===== src/sv/drsa_pkg.sv =====
// drsa_pkg: shared codes and control/status structs for the deferred release slot allocator
// no dependencies; imported by every module of the block
`timescale 1ns / 1ps

package drsa_pkg;

   // fixed field and register widths
   localparam int FUNC_W     = 2;
   localparam int SLOT_W     = 8;
   localparam int FRAME_W    = 2;
   localparam int STATUS_W   = 2;
   localparam int COUNT_W    = 9;
   localparam int FIF_W      = 3;
   localparam int CSR_IDX_W  = 2;
   localparam int CSR_DATA_W = 9;

   // request function codes
   localparam logic [FUNC_W-1:0] FUNC_ALLOC   = 2'd0;
   localparam logic [FUNC_W-1:0] FUNC_RELEASE = 2'd1;
   localparam logic [FUNC_W-1:0] FUNC_ACQUIRE = 2'd2;

   // response status codes
   localparam logic [STATUS_W-1:0] STATUS_OK        = 2'd0;
   localparam logic [STATUS_W-1:0] STATUS_EMPTY     = 2'd1;
   localparam logic [STATUS_W-1:0] STATUS_BAD_SLOT  = 2'd2;
   localparam logic [STATUS_W-1:0] STATUS_BAD_FRAME = 2'd3;

   // configuration register indexes
   localparam logic [CSR_IDX_W-1:0] CSR_SLOT_COUNT       = 2'd0;
   localparam logic [CSR_IDX_W-1:0] CSR_FRAMES_IN_FLIGHT = 2'd1;

   typedef enum logic [1:0] {
      ST_IDLE,
      ST_EXEC,
      ST_WALK,
      ST_RESP
   } state_type;

   typedef struct packed {
      logic capture;
      logic execute;
      logic walk_step;
   } ctl_cmd_type;

   typedef struct packed {
      logic walk_start;
      logic walk_last;
   } dp_status_type;

endpackage


===== src/sv/drsa_ctrl.sv =====
// drsa_ctrl: sequencing state machine for the slot allocator
// depends on drsa_pkg; drives drsa_datapath through ctl_cmd_type
`timescale 1ns / 1ps

module drsa_ctrl import drsa_pkg::*; (
   input  logic          clock,
   input  logic          reset,
   input  logic          start,
   input  dp_status_type stat,
   output ctl_cmd_type   cmd,
   output logic          busy,
   output logic          rsp_valid
);

   state_type state_ff;
   state_type state_in;

   always_ff @(posedge clock) begin
      if (reset) begin
         state_ff <= ST_IDLE;
      end else begin
         state_ff <= state_in;
      end
   end

   always_comb begin
      state_in = state_ff;
      case (state_ff)
         ST_IDLE: begin
            if (start) begin
               state_in = ST_EXEC;
            end
         end
         ST_EXEC: begin
            if (stat.walk_start) begin
               state_in = ST_WALK;
            end else begin
               state_in = ST_RESP;
            end
         end
         ST_WALK: begin
            if (stat.walk_last) begin
               state_in = ST_RESP;
            end
         end
         ST_RESP: begin
            // next request may be taken while the response is shown
            if (start) begin
               state_in = ST_EXEC;
            end else begin
               state_in = ST_IDLE;
            end
         end
         default: begin
            state_in = ST_IDLE;
         end
      endcase
   end

   always_comb begin
      cmd       = '0;
      busy      = 1'b0;
      rsp_valid = 1'b0;
      case (state_ff)
         ST_IDLE: begin
            cmd.capture = start;
         end
         ST_EXEC: begin
            busy        = 1'b1;
            cmd.execute = 1'b1;
         end
         ST_WALK: begin
            busy          = 1'b1;
            cmd.walk_step = 1'b1;
         end
         ST_RESP: begin
            rsp_valid   = 1'b1;
            cmd.capture = start;
         end
         default: begin
            cmd = '0;
         end
      endcase
   end

endmodule


===== src/sv/drsa_datapath.sv =====
// drsa_datapath: free stack, pending lists, config registers and response registers
// depends on drsa_pkg; sequenced by drsa_ctrl
`timescale 1ns / 1ps

module drsa_datapath import drsa_pkg::*; #(
   parameter int SLOTS      = 256,
   parameter int MAX_FRAMES = 4
) (
   input  logic                  clock,
   input  logic                  reset,
   input  ctl_cmd_type           cmd,
   output dp_status_type         stat,
   input  logic [FUNC_W-1:0]     req_func,
   input  logic [SLOT_W-1:0]     req_slot_index,
   input  logic [FRAME_W-1:0]    req_frame,
   input  logic                  csr_we,
   input  logic [CSR_IDX_W-1:0]  csr_index,
   input  logic [CSR_DATA_W-1:0] csr_wdata,
   output logic [STATUS_W-1:0]   rsp_status,
   output logic [SLOT_W-1:0]     rsp_granted_slot,
   output logic [COUNT_W-1:0]    rsp_free_count
);

   localparam int SC_MAX     = (SLOTS < 511) ? SLOTS : 511;
   localparam int SC_RST     = (SLOTS < 256) ? SLOTS : 256;
   localparam int FIF_RST    = (MAX_FRAMES < 2) ? MAX_FRAMES : 2;
   localparam int DW         = $clog2(SC_MAX + 1);
   localparam int SPW        = $clog2(SC_MAX);
   localparam int LINK_DEPTH = (SLOTS < 256) ? SLOTS : 256;
   localparam int LAW        = $clog2(LINK_DEPTH);
   localparam int CW         = $clog2(SLOTS + 1);
   localparam int FW         = (MAX_FRAMES > 1) ? $clog2(MAX_FRAMES) : 1;

   // configuration
   logic [COUNT_W-1:0] sc_ff;
   logic [FIF_W-1:0]   fif_ff;
   logic [COUNT_W-1:0] sc_wr;
   logic [FIF_W-1:0]   fif_wr;
   logic               reinit;
   logic [DW-1:0]      reinit_depth;

   // captured request
   logic [FUNC_W-1:0]  func_ff;
   logic [SLOT_W-1:0]  slot_ff;
   logic [FRAME_W-1:0] frame_ff;

   // free stack
   logic [SLOT_W-1:0] stack_mem [SC_MAX];
   logic [DW-1:0]     depth_ff;
   logic [DW-1:0]     lwm_ff;
   logic [DW-1:0]     pop_depth;
   logic [SPW-1:0]    pop_pos;
   logic [SPW-1:0]    push_pos;
   logic [SLOT_W-1:0] stack_rd_ff;

   // pending lists
   logic [LAW-1:0] link_mem [LINK_DEPTH];
   logic [LAW-1:0] head_ff  [MAX_FRAMES];
   logic [LAW-1:0] tail_ff  [MAX_FRAMES];
   logic [CW-1:0]  count_ff [MAX_FRAMES];
   logic [LAW-1:0] walk_cur_ff;
   logic [CW-1:0]  remain_ff;

   // response
   logic [STATUS_W-1:0] status_ff;
   logic [STATUS_W-1:0] status_in;
   logic                pop_ok_ff;
   logic                pop_use_init_ff;
   logic [SLOT_W-1:0]   pop_init_ff;

   logic [FW-1:0]  fidx;
   logic [CW-1:0]  sel_count;
   logic           frame_ok;
   logic           slot_ok;
   logic           is_alloc;
   logic           is_release;
   logic           is_acquire;
   logic           alloc_ok;
   logic           release_ok;
   logic           acquire_ok;
   logic           push_en;

   // config clamping
   always_comb begin
      sc_wr = csr_wdata[COUNT_W-1:0];
      if (sc_wr == '0) begin
         sc_wr = COUNT_W'(1);
      end else if (sc_wr > COUNT_W'(SC_MAX)) begin
         sc_wr = COUNT_W'(SC_MAX);
      end
      fif_wr = csr_wdata[FIF_W-1:0];
      if (fif_wr == '0) begin
         fif_wr = FIF_W'(1);
      end else if (int'(fif_wr) > MAX_FRAMES) begin
         fif_wr = FIF_W'(MAX_FRAMES);
      end
   end

   assign reinit = csr_we &&
                   (csr_index == CSR_SLOT_COUNT || csr_index == CSR_FRAMES_IN_FLIGHT);
   assign reinit_depth = (csr_index == CSR_SLOT_COUNT) ? DW'(sc_wr) : DW'(sc_ff);

   always_ff @(posedge clock) begin
      if (reset) begin
         sc_ff  <= COUNT_W'(SC_RST);
         fif_ff <= FIF_W'(FIF_RST);
      end else if (csr_we && csr_index == CSR_SLOT_COUNT) begin
         sc_ff <= sc_wr;
      end else if (csr_we && csr_index == CSR_FRAMES_IN_FLIGHT) begin
         fif_ff <= fif_wr;
      end
   end

   always_ff @(posedge clock) begin
      if (cmd.capture) begin
         func_ff  <= req_func;
         slot_ff  <= req_slot_index;
         frame_ff <= req_frame;
      end
   end

   // decode of the captured request
   assign fidx       = FW'(frame_ff);
   assign sel_count  = count_ff[fidx];
   assign frame_ok   = {1'b0, frame_ff} < fif_ff;
   assign slot_ok    = {1'b0, slot_ff} < sc_ff;
   assign is_alloc   = func_ff == FUNC_ALLOC;
   assign is_release = func_ff == FUNC_RELEASE;
   assign is_acquire = func_ff == FUNC_ACQUIRE;

   assign alloc_ok   = cmd.execute && is_alloc && depth_ff != '0;
   assign release_ok = cmd.execute && is_release && slot_ok && frame_ok &&
                       sel_count < CW'(SLOTS);
   assign acquire_ok = cmd.execute && is_acquire && frame_ok;
   assign push_en    = cmd.walk_step && COUNT_W'(depth_ff) < sc_ff;

   assign pop_depth = depth_ff - DW'(1);
   assign pop_pos   = pop_depth[SPW-1:0];
   assign push_pos  = depth_ff[SPW-1:0];

   assign stat.walk_start = is_acquire && frame_ok && sel_count != '0;
   assign stat.walk_last  = remain_ff == CW'(1);

   // stack depth and low-water mark; positions below the mark still hold init order
   always_ff @(posedge clock) begin
      if (reset) begin
         depth_ff <= DW'(SC_RST);
         lwm_ff   <= DW'(SC_RST);
      end else if (reinit) begin
         depth_ff <= reinit_depth;
         lwm_ff   <= reinit_depth;
      end else if (alloc_ok) begin
         depth_ff <= pop_depth;
         if (pop_depth < lwm_ff) begin
            lwm_ff <= pop_depth;
         end
      end else if (push_en) begin
         depth_ff <= depth_ff + DW'(1);
      end
   end

   always_ff @(posedge clock) begin
      if (push_en) begin
         stack_mem[push_pos] <= SLOT_W'(walk_cur_ff);
      end
      if (alloc_ok) begin
         stack_rd_ff <= stack_mem[pop_pos];
      end
   end

   // pending list counts
   always_ff @(posedge clock) begin
      if (reset) begin
         for (int i = 0; i < MAX_FRAMES; i++) begin
            count_ff[i] <= '0;
         end
      end else if (reinit) begin
         for (int i = 0; i < MAX_FRAMES; i++) begin
            count_ff[i] <= '0;
         end
      end else if (release_ok) begin
         count_ff[fidx] <= sel_count + CW'(1);
      end else if (acquire_ok) begin
         count_ff[fidx] <= '0;
      end
   end

   always_ff @(posedge clock) begin
      if (release_ok) begin
         if (sel_count == '0) begin
            head_ff[fidx] <= LAW'(slot_ff);
         end
         tail_ff[fidx] <= LAW'(slot_ff);
      end
   end

   // link memory; walk cursor is its registered read port
   always_ff @(posedge clock) begin
      if (release_ok && sel_count != '0) begin
         link_mem[tail_ff[fidx]] <= LAW'(slot_ff);
      end
      if (acquire_ok) begin
         walk_cur_ff <= head_ff[fidx];
      end else if (cmd.walk_step) begin
         walk_cur_ff <= link_mem[walk_cur_ff];
      end
   end

   always_ff @(posedge clock) begin
      if (reset) begin
         remain_ff <= '0;
      end else if (acquire_ok) begin
         remain_ff <= sel_count;
      end else if (cmd.walk_step) begin
         remain_ff <= remain_ff - CW'(1);
      end
   end

   always_comb begin
      status_in = STATUS_OK;
      if (is_alloc) begin
         if (depth_ff == '0) begin
            status_in = STATUS_EMPTY;
         end
      end else if (is_release) begin
         if (!slot_ok) begin
            status_in = STATUS_BAD_SLOT;
         end else if (!frame_ok) begin
            status_in = STATUS_BAD_FRAME;
         end
      end else if (is_acquire) begin
         if (!frame_ok) begin
            status_in = STATUS_BAD_FRAME;
         end
      end
   end

   always_ff @(posedge clock) begin
      if (cmd.execute) begin
         status_ff       <= status_in;
         pop_ok_ff       <= alloc_ok;
         pop_use_init_ff <= pop_depth < lwm_ff;
         pop_init_ff     <= SLOT_W'(sc_ff - COUNT_W'(depth_ff));
      end
   end

   assign rsp_status       = status_ff;
   assign rsp_granted_slot = !pop_ok_ff      ? '0 :
                             pop_use_init_ff ? pop_init_ff : stack_rd_ff;
   assign rsp_free_count   = COUNT_W'(depth_ff);

endmodule


===== src/sv/deferred_release_slot_allocator.sv =====
// allocate, release and rejected items go from the accept through ST_EXEC to ST_RESP, which strobes rsp_valid
// frame acquired walks its pending list one entry per cycle in ST_WALK, between ST_EXEC and ST_RESP
// a new item can be taken while the response is shown, as busy drops then, but not while busy
// the walk rate is set by the single registered read port of the link memory
// reset (synchronous): slot_count = min(SLOTS,256), frames_in_flight = min(MAX_FRAMES,2), stack full, lists empty
// no clearing pass: a low-water mark stands in for the initial stack contents
`timescale 1ns / 1ps

module deferred_release_slot_allocator import drsa_pkg::*; #(
   parameter int SLOTS      = 256,
   parameter int MAX_FRAMES = 4
) (
   input  logic                  clock,
   input  logic                  reset,
   input  logic                  start,
   output logic                  busy,
   input  logic [FUNC_W-1:0]     req_func,
   input  logic [SLOT_W-1:0]     req_slot_index,
   input  logic [FRAME_W-1:0]    req_frame,
   output logic                  rsp_valid,
   output logic [STATUS_W-1:0]   rsp_status,
   output logic [SLOT_W-1:0]     rsp_granted_slot,
   output logic [COUNT_W-1:0]    rsp_free_count,
   input  logic                  csr_valid,
   output logic                  csr_ready,
   input  logic [CSR_IDX_W-1:0]  csr_index,
   input  logic [CSR_DATA_W-1:0] csr_wdata
);

   ctl_cmd_type   cmd;
   dp_status_type stat;
   logic          csr_we;

   assign csr_ready = !busy;
   assign csr_we    = csr_valid && csr_ready;

   drsa_ctrl u_ctrl (
      .clock     (clock),
      .reset     (reset),
      .start     (start),
      .stat      (stat),
      .cmd       (cmd),
      .busy      (busy),
      .rsp_valid (rsp_valid)
   );

   drsa_datapath #(
      .SLOTS      (SLOTS),
      .MAX_FRAMES (MAX_FRAMES)
   ) u_datapath (
      .clock            (clock),
      .reset            (reset),
      .cmd              (cmd),
      .stat             (stat),
      .req_func         (req_func),
      .req_slot_index   (req_slot_index),
      .req_frame        (req_frame),
      .csr_we           (csr_we),
      .csr_index        (csr_index),
      .csr_wdata        (csr_wdata),
      .rsp_status       (rsp_status),
      .rsp_granted_slot (rsp_granted_slot),
      .rsp_free_count   (rsp_free_count)
   );

endmodule


===== config.mk =====
export PLATFORM = sky130hd
export DESIGN_NAME = deferred_release_slot_allocator
export DESIGN_NICKNAME = d
export VERILOG_FILES = /design/src/sv/drsa_pkg.sv /design/src/sv/drsa_ctrl.sv /design/src/sv/drsa_datapath.sv /design/src/sv/deferred_release_slot_allocator.sv
export SDC_FILE = /design/constraint.sdc
export NUM_CORES = 2
export LEC_CHECK = 0
export ABC_AREA = 0
export ABC_CLOCK_PERIOD_IN_PS = 6850
export BUFFER_PORTS_ARGS = -buffer_cell sky130_fd_sc_hd__buf_4
export CORE_ASPECT_RATIO = 0.7
export CORE_UTILIZATION = 57
export CTS_CLUSTER_SIZE = 10
export DETAILED_ROUTE_END_ITERATION = 16
export PLACE_DENSITY = 0.75
export SLEW_MARGIN = 0
export SYNTH_ARGS = -nofsm -noshare
export SYNTH_HDL_FRONTEND = slang
export SYNTH_MEMORY_MAX_BITS = 65536
export SYNTH_SLANG_ARGS = --single-unit

===== constraint.sdc =====
create_clock -name clock -period 6.85 [get_ports clock]
set_input_delay 1.0275 -clock clock [delete_from_list [all_inputs] [get_ports clock]]
set_output_delay 1.0275 -clock clock [all_outputs]
set_load 0.01 [all_outputs]

# == Word-level counts from Yosys, hierarchy flattened ==
# Memories as Yosys holds them, arrays and structs flattened. A register that Yosys moved wholly into a read port is not among the register bits.
# Cells that the tools add are included.
# word_totals
register_bits,73
ramBits,4196
in_bits,27
output_inout_bits,22
wordCells,150
mem_count,5
# memory_table
memory,words,word_bits,rd,rd_ports_with_merged_regs,write_ports,line_no,source
u_datapath.link_mem,256,8,1,1,1,drsa_datapath.sv:57,logic [LAW-1:0] link_mem [LINK_DEPTH];
u_datapath.stack_mem,256,8,1,1,1,drsa_datapath.sv:48,logic [SLOT_W-1:0] stack_mem [SC_MAX];
u_datapath.count_ff,4,9,1,1,4,drsa_datapath.sv:60,logic [CW-1:0] count_ff [MAX_FRAMES];
u_datapath.head_ff,4,8,1,1,1,drsa_datapath.sv:58,logic [LAW-1:0] head_ff [MAX_FRAMES];
u_datapath.tail_ff,4,8,1,1,1,drsa_datapath.sv:59,logic [LAW-1:0] tail_ff [MAX_FRAMES];
# classes
addsub,5
magnitude_cmp,7
eq_ne,9
n_mux,67
bitwise,6
reduce_logical,37
# ops
cell,n
2-to-1 mux 9 bit,17
2-to-1 mux 8 bit,5
2-to-1 mux 1 bit,31
zero test 9 bit,3
2-to-1 mux 2 bit,11
"adder 9 x 1 -> 9 bit, second input constant",2
< comparator 9 bit,2
nonzero test 9 bit,2
"subtractor 9 x 1 -> 9 bit, second input constant",2
logical AND 1 bit,16
"equality test 9 x 1 -> 1 bit, second input constant",1
"> comparator 9 bit, second input constant",1
< comparator 8 x 9 -> 1 bit,1
"< comparator 9 bit, second input constant",1
OR reduction 9 bit,1
case mux 2 bit (4 select lines),1
subtractor 8 bit,1
"equality test 2 x 1 -> 1 bit, second input constant",3
"equality test 2 bit, second input constant",3
zero test 2 bit,3
2-to-1 mux 3 bit,2
AND reduction 2 bit,3
nonzero test 2 bit,3
bitwise OR 1 bit,5
9 further kinds,11

# == Longest topological paths before layout ==
# depth
depth_word,13
depth_mapped,20
depth_no_buf,13

# == Modules after synthesis ==
# A second synthesis with hierarchy kept.
# hier_totals
cells_unflattened,7859
area_unflattened_um2,167745.9
# modules_own_cells
module,n_inst,cells_per_inst,area_per_inst_um2,seq_area_each_um2
drsa_datapath,1,7837,167541.9,128182.9
drsa_ctrl,1,20,193.9,40.0
deferred_release_slot_allocator,1,2,10.0,0.0

# == Worst setup path after synthesis ==
# No wires, ideal clock.
# synth_timing
path_kind,reg-to-reg
startpoint,register u_datapath.slot_ff[1]
endpoint,memory u_datapath.link_mem[100][0] (netlist name) (enable)
setup_time_ns,0.370
arrival_ns,6.002
required_time_ns,6.480
setup_slack_ns,0.477
path_stages_with_launch,12
n_path_buf,2
synth_period_minus_slack_ns,6.373
path_cell_list,edfxtp_1 -> ha_1 -> a21o_1 -> a21o_1 -> a21oi_1 -> o21ai_0 -> a41o_1 -> buf_4 -> nor4_4 -> nand2_1 -> buf_2 -> nor2_1
# synth_between
elab_chain_len,7
# synth_lines
element,line_no,source
from (decl),drsa_datapath.sv:44,logic [SLOT_W-1:0] slot_ff;
from (signal assigned),drsa_datapath.sv:117,slot_ff <= req_slot_index;
< comparator 8 x 9 -> 1 bit,drsa_datapath.sv:126,"assign slot_ok = {1'b0, slot_ff} < sc_ff;"
logical AND 1 bit (3 in series),drsa_datapath.sv:132,assign release_ok = cmd.execute && is_release && slot_ok && frame_ok &&
logical AND 1 bit,drsa_datapath.sv:199,if (release_ok && sel_count != '0) begin
2-to-1 mux 1 bit,drsa_datapath.sv:199,
2-to-1 mux 1 bit (implied by the code),drsa_datapath.sv:200,link_mem[tail_ff[fidx]] <= LAW'(slot_ff);
to (decl),drsa_datapath.sv:57,
# No other way between the ends.

# == Final worst setup path ==
# layout_timing
startpoint,"register u_datapath.depth_ff[2], in the netlist u_datapath.rsp_free_count[2]"
endpoint,memory u_datapath.stack_mem[195][6] (enable)
# layout_between
elab_chain_len,4
# layout_lines
element,line_no,source
from (decl),drsa_datapath.sv:49,logic [DW-1:0] depth_ff;
from (signal assigned),drsa_datapath.sv:147,depth_ff <= DW'(SC_RST);
from (signal assigned),drsa_datapath.sv:150,depth_ff <= reinit_depth;
from (signal assigned),drsa_datapath.sv:153,depth_ff <= pop_depth;
< comparator 9 bit,drsa_datapath.sv:135,assign push_en = cmd.walk_step && COUNT_W'(depth_ff) < sc_ff;
logical AND 1 bit,drsa_datapath.sv:135,
2-to-1 mux 1 bit,drsa_datapath.sv:163,if (push_en) begin
2-to-1 mux 1 bit (implied by the code),drsa_datapath.sv:164,stack_mem[push_pos] <= SLOT_W'(walk_cur_ff);
to (decl),drsa_datapath.sv:48,
# Several ways; a longest one is shown, not always the timed one.

==> impl_metrics.tcl <==
set metrics [dict create \
    async_flop_share_pct 0 \
    fmax_mhz 188.9 \
    wl_mm 415.1 \
    hpwl_mm 244.1 \
    clk_pin_slew_ns 0.06 \
    cts_hold_repair.buffers 0 \
    worstSetupEndpointType "flip-flop" \
    numPortBuffers 48 \
    ys_types 66 \
    hold_violations 0 \
    dieWidth_um 649.0 \
    final_area_sq_um 184400 \
    outcome "finished clean" \
    ant_nets 0 \
    core_area_sq_um 290100 \
    drt-initial-drc-count 13292 \
    fill_cells 18407 \
    ys_seq_area_share_pct 76.77 \
    grt_pass1_wl_mm 595.1 \
    fin_crit_sh_pct 77.27 \
    clockBufferDepth 4 \
    num_vias 84252 \
    die_h_um 454.9 \
    crit_start "u_datapath.rsp_free_count[2]" \
    crit_type "flip-flop to flip-flop" \
    initial_utilization_pct 57.58 \
    postCtsSetupBuffers 0 \
    cts_resized 0 \
    drive_gt1_share_pct 21.82 \
    synth_seq_cells 4287 \
    post_drt_wl_per_cell_um 34.19 \
    root_buffer "clkbuf_16" \
    finalWorstPathRequiredPeriod_ns 5.293 \
    startpoint_type "flip-flop" \
    synth_warnings 0 \
    fin_total_pwr_mw 82.04 \
    worstMarginPinSlew_ns 1.426 \
    slew_violations 0 \
    cp.required_ns 7.35 \
    critical_path.endpoint "u_datapath.stack_mem[195][6]" \
    io_pins 49 \
    synthFlopType "edfxtp_1" \
    reg2reg_depth 10 \
    numCtsBuffers 471 \
    maxCapViolations 0 \
    power_density_nw_per_um2 444.9 \
    track_usage_pct 27.96 \
    areaGrowthSynthToFinish_pct 10.42 \
    htreeDepth 5 \
    drt_pass1_iterations 8 \
    place_area_sq_um 172000 \
    netlist_instances 7978 \
    grt_pass1_vias 82571 \
    holdWs_ns 0.2913 \
    vias_per_cell 6.940 \
    overflow 0 \
    rrSetupSlack_ns 1.56 \
    grt_max_degree 201 \
    cts_tree "built" \
    ir_drop_mv 0.5626 \
    crit_path_max_fanout 12 \
    r2r_end "u_datapath.stack_mem[195][6]" \
    clock_sinks 4287 \
    fin_tns_setup_ns 0 \
    num_rows 165 \
    clkLatencyLatePin_ns 0.95 \
    reg2reg_from "u_datapath.rsp_free_count[2]" \
    clock_skew_ns 0.07604 \
    num-nets-final 8286 \
    syn_area_per_cell_sq_um 20.94 \
    finalSetupViolations 0 \
    die-area_sq_um 295200 \
    hold_path.class "primary input to flip-flop" \
    drcViolationCount 0 \
    slew-limit-headroom_pct 4.589 \
    synth-edff-count 4236 \
    antenna_found_initial 23 \
    synth_nets 8051 \
    cp.arrival_ns 5.79 \
    utilization_pct 63.58 \
    p_leak_nw 56.82 \
    syn_area_sq_um 167000 \
    rsz0062_at_grt "no" \
    gp_congestion 0.9380 \
]
## power breakdown
group / internal (mW) / switching [mW]
clock network: 12.3 / 9.34
logic: 10.3 / 17.5
registers: 32.0 / 0.542
## cell families after synthesis
logic type,share of synthesized area (%)
mux,15.86
xor+xnor,0.1626
flops,76.77
simple gates,3.230
compound gates,2.304
buf+inv,1.322
fa+ha+maj,0.3491
## metrics by stage
stage                     setup slack (ns)  cells
after floorplan                     0.4773   7978
after global placement               1.653  11581
after detailed placement             1.734  11581
after CTS                            1.706  12128
after global routing                 1.353  12137
final                                1.557  12140
## cell usage in the layout, fill, tap and decap left out, types with 12 or more instances in the layout
cell type / synthesis / final
mux4_2: 1038 / 1038
edfxtp_1: 4236 / 4236
xnor2_1: 20 / 17
nand4_1: 18 / 18
nand3_1: 178 / 166
nor4_1: 22 / 22
a211oi_1: 22 / 21
o221ai_1: 16 / 16
ha_1: 45 / 44
mux2i_1: 309 / 309
nor2_1: 637 / 629
buf_4: 46 / 193
a31oi_1: 18 / 18
a22oi_1: 133 / 133
clkbuf_1: 265 / 54
o21ai_0: 42 / 42
buf_12: 0 / 30
nor2b_1: 76 / 70
dfxtp_1: 51 / 45
nand3_2: 0 / 12
nor3_1: 38 / 38
a2111oi_0: 15 / 15
nand2b_1: 16 / 15
a22o_1: 49 / 49
diode_2: 0 / 12
a21o_1: 16 / 16
and2_1: 16 / 16
a221oi_1: 63 / 63
a21oi_1: 86 / 86
inv_1: 41 / 41
nand2_1: 175 / 174
clkbuf_16: 0 / 480
o22ai_1: 54 / 54
## area by class of cell
| type | instances | area, sq um | share of cell area (%) |
|---|---|---|---|
| diodes | 12 | 30.03 | 0.01628 |
| inverters | 45 | 168.9 | 0.09159 |
| clock inverters | 12 | 132.6 | 0.07191 |
| clock buffers | 535 | 12230 | 6.630 |
| well taps | 3841 | 4806 | 2.606 |
| repair buffers | 223 | 2049 | 1.111 |
| flip-flops and latches | 4287 | 128200 | 69.53 |
| multi-input cells | 3185 | 36770 | 19.94 |
## critical path: stages, from the launching register on
cell	delay, ns
dfxtp_1	0.72
inv_1	0.24
ha_1	0.40
o21a_1	0.13
o21a_1	0.17
o21ai_0	0.21
a21oi_1	0.10
o21ai_0	0.27
and3_1	0.62
nand3_2	0.86
nor2_1	1.14
## per-layer routing
layer	up-vias	part of all wire [%]	GRT usage [%]
met4	8	3.4	9.016
met3	775	14	8.511
met2	6125	43	39.10
li1	33375	-	-
met1	43969	39	42.62
met5	-	0.010	0
## registers in the layout (all words and copies together), names as in the netlist, named ones only
register                    flops
u_datapath.stack_rd_ff          8
u_datapath.pop_ok_ff            1
u_datapath.fidx                 2
u_datapath.head_ff             32
u_datapath.lwm_ff               9
u_datapath.slot_ff              8
u_datapath.remain_ff            9
u_datapath.walk_cur_ff          8
u_datapath.fif_ff               3
u_datapath.func_ff              2
u_datapath.count_ff            36
u_ctrl.state_ff                 2
u_datapath.stack_mem         2048
u_datapath.sc_ff                9
u_datapath.tail_ff             32
u_datapath.pop_init_ff          8
u_datapath.pop_use_init_ff      1
u_datapath.rsp_free_count       9
u_datapath.link_mem          2048
u_datapath.rsp_status           2
## worst min-delay path by stage
stage | start | end | slack [ns] | cells past startpoint
3_3_place_gp | u_datapath.fif_ff[1] | u_datapath.fif_ff[1] | 0.46 | 1
5_1_grt | req_slot_index[2] | u_datapath.slot_ff[2] | 0.26 | 1
4_1_cts | req_slot_index[6] | u_datapath.slot_ff[6] | 0.22 | 1
6_report | req_slot_index[6] | u_datapath.slot_ff[6] | 0.29 | 1
3_5_place_dp | u_datapath.fif_ff[1] | u_datapath.fif_ff[1] | 0.45 | 1
2_1_floorplan | u_datapath.fif_ff[1] | u_datapath.fif_ff[1] | 0.44 | 1
## cell usage after synthesis, types with 6 or more instances
| cell type | number | area [sq um] |
|---|---|---|
| buf_4 | 46 | 345.3 |
| xnor2_1 | 20 | 175.2 |
| a22o_1 | 49 | 429.2 |
| xor2_1 | 11 | 96.34 |
| inv_1 | 41 | 153.9 |
| a211oi_1 | 22 | 165.2 |
| nand2b_1 | 16 | 100.1 |
| mux2i_1 | 309 | 3093 |
| or2_1 | 7 | 43.79 |
| edfxtp_1 | 4236 | 127200 |
| a2111oi_0 | 15 | 131.4 |
| a21o_1 | 16 | 120.1 |
| or3_1 | 6 | 37.54 |
| nand3_1 | 178 | 890.9 |
| nor4_1 | 22 | 137.6 |
| clkbuf_1 | 265 | 994.7 |
| a221oi_1 | 63 | 551.8 |
| ha_1 | 45 | 563.0 |
| nor2_1 | 637 | 2391 |
| dfxtp_1 | 51 | 1021 |
| nor3_1 | 38 | 190.2 |
| a21oi_1 | 86 | 430.4 |
| o21ai_0 | 42 | 210.2 |
| nand2_1 | 175 | 656.9 |
| nand4_1 | 18 | 112.6 |
| a31oi_1 | 18 | 112.6 |
| o22ai_1 | 54 | 337.8 |
| or2_2 | 6 | 37.54 |
| nor2b_1 | 76 | 475.5 |
| and2_1 | 16 | 100.1 |
| a22oi_1 | 133 | 998.5 |
| mux4_2 | 1038 | 23380 |
| buf_2 | 91 | 455.4 |
| o221ai_1 | 16 | 140.1 |
| buf_1 | 56 | 210.2 |
Note: power is estimated with default switching activity, not from simulation.
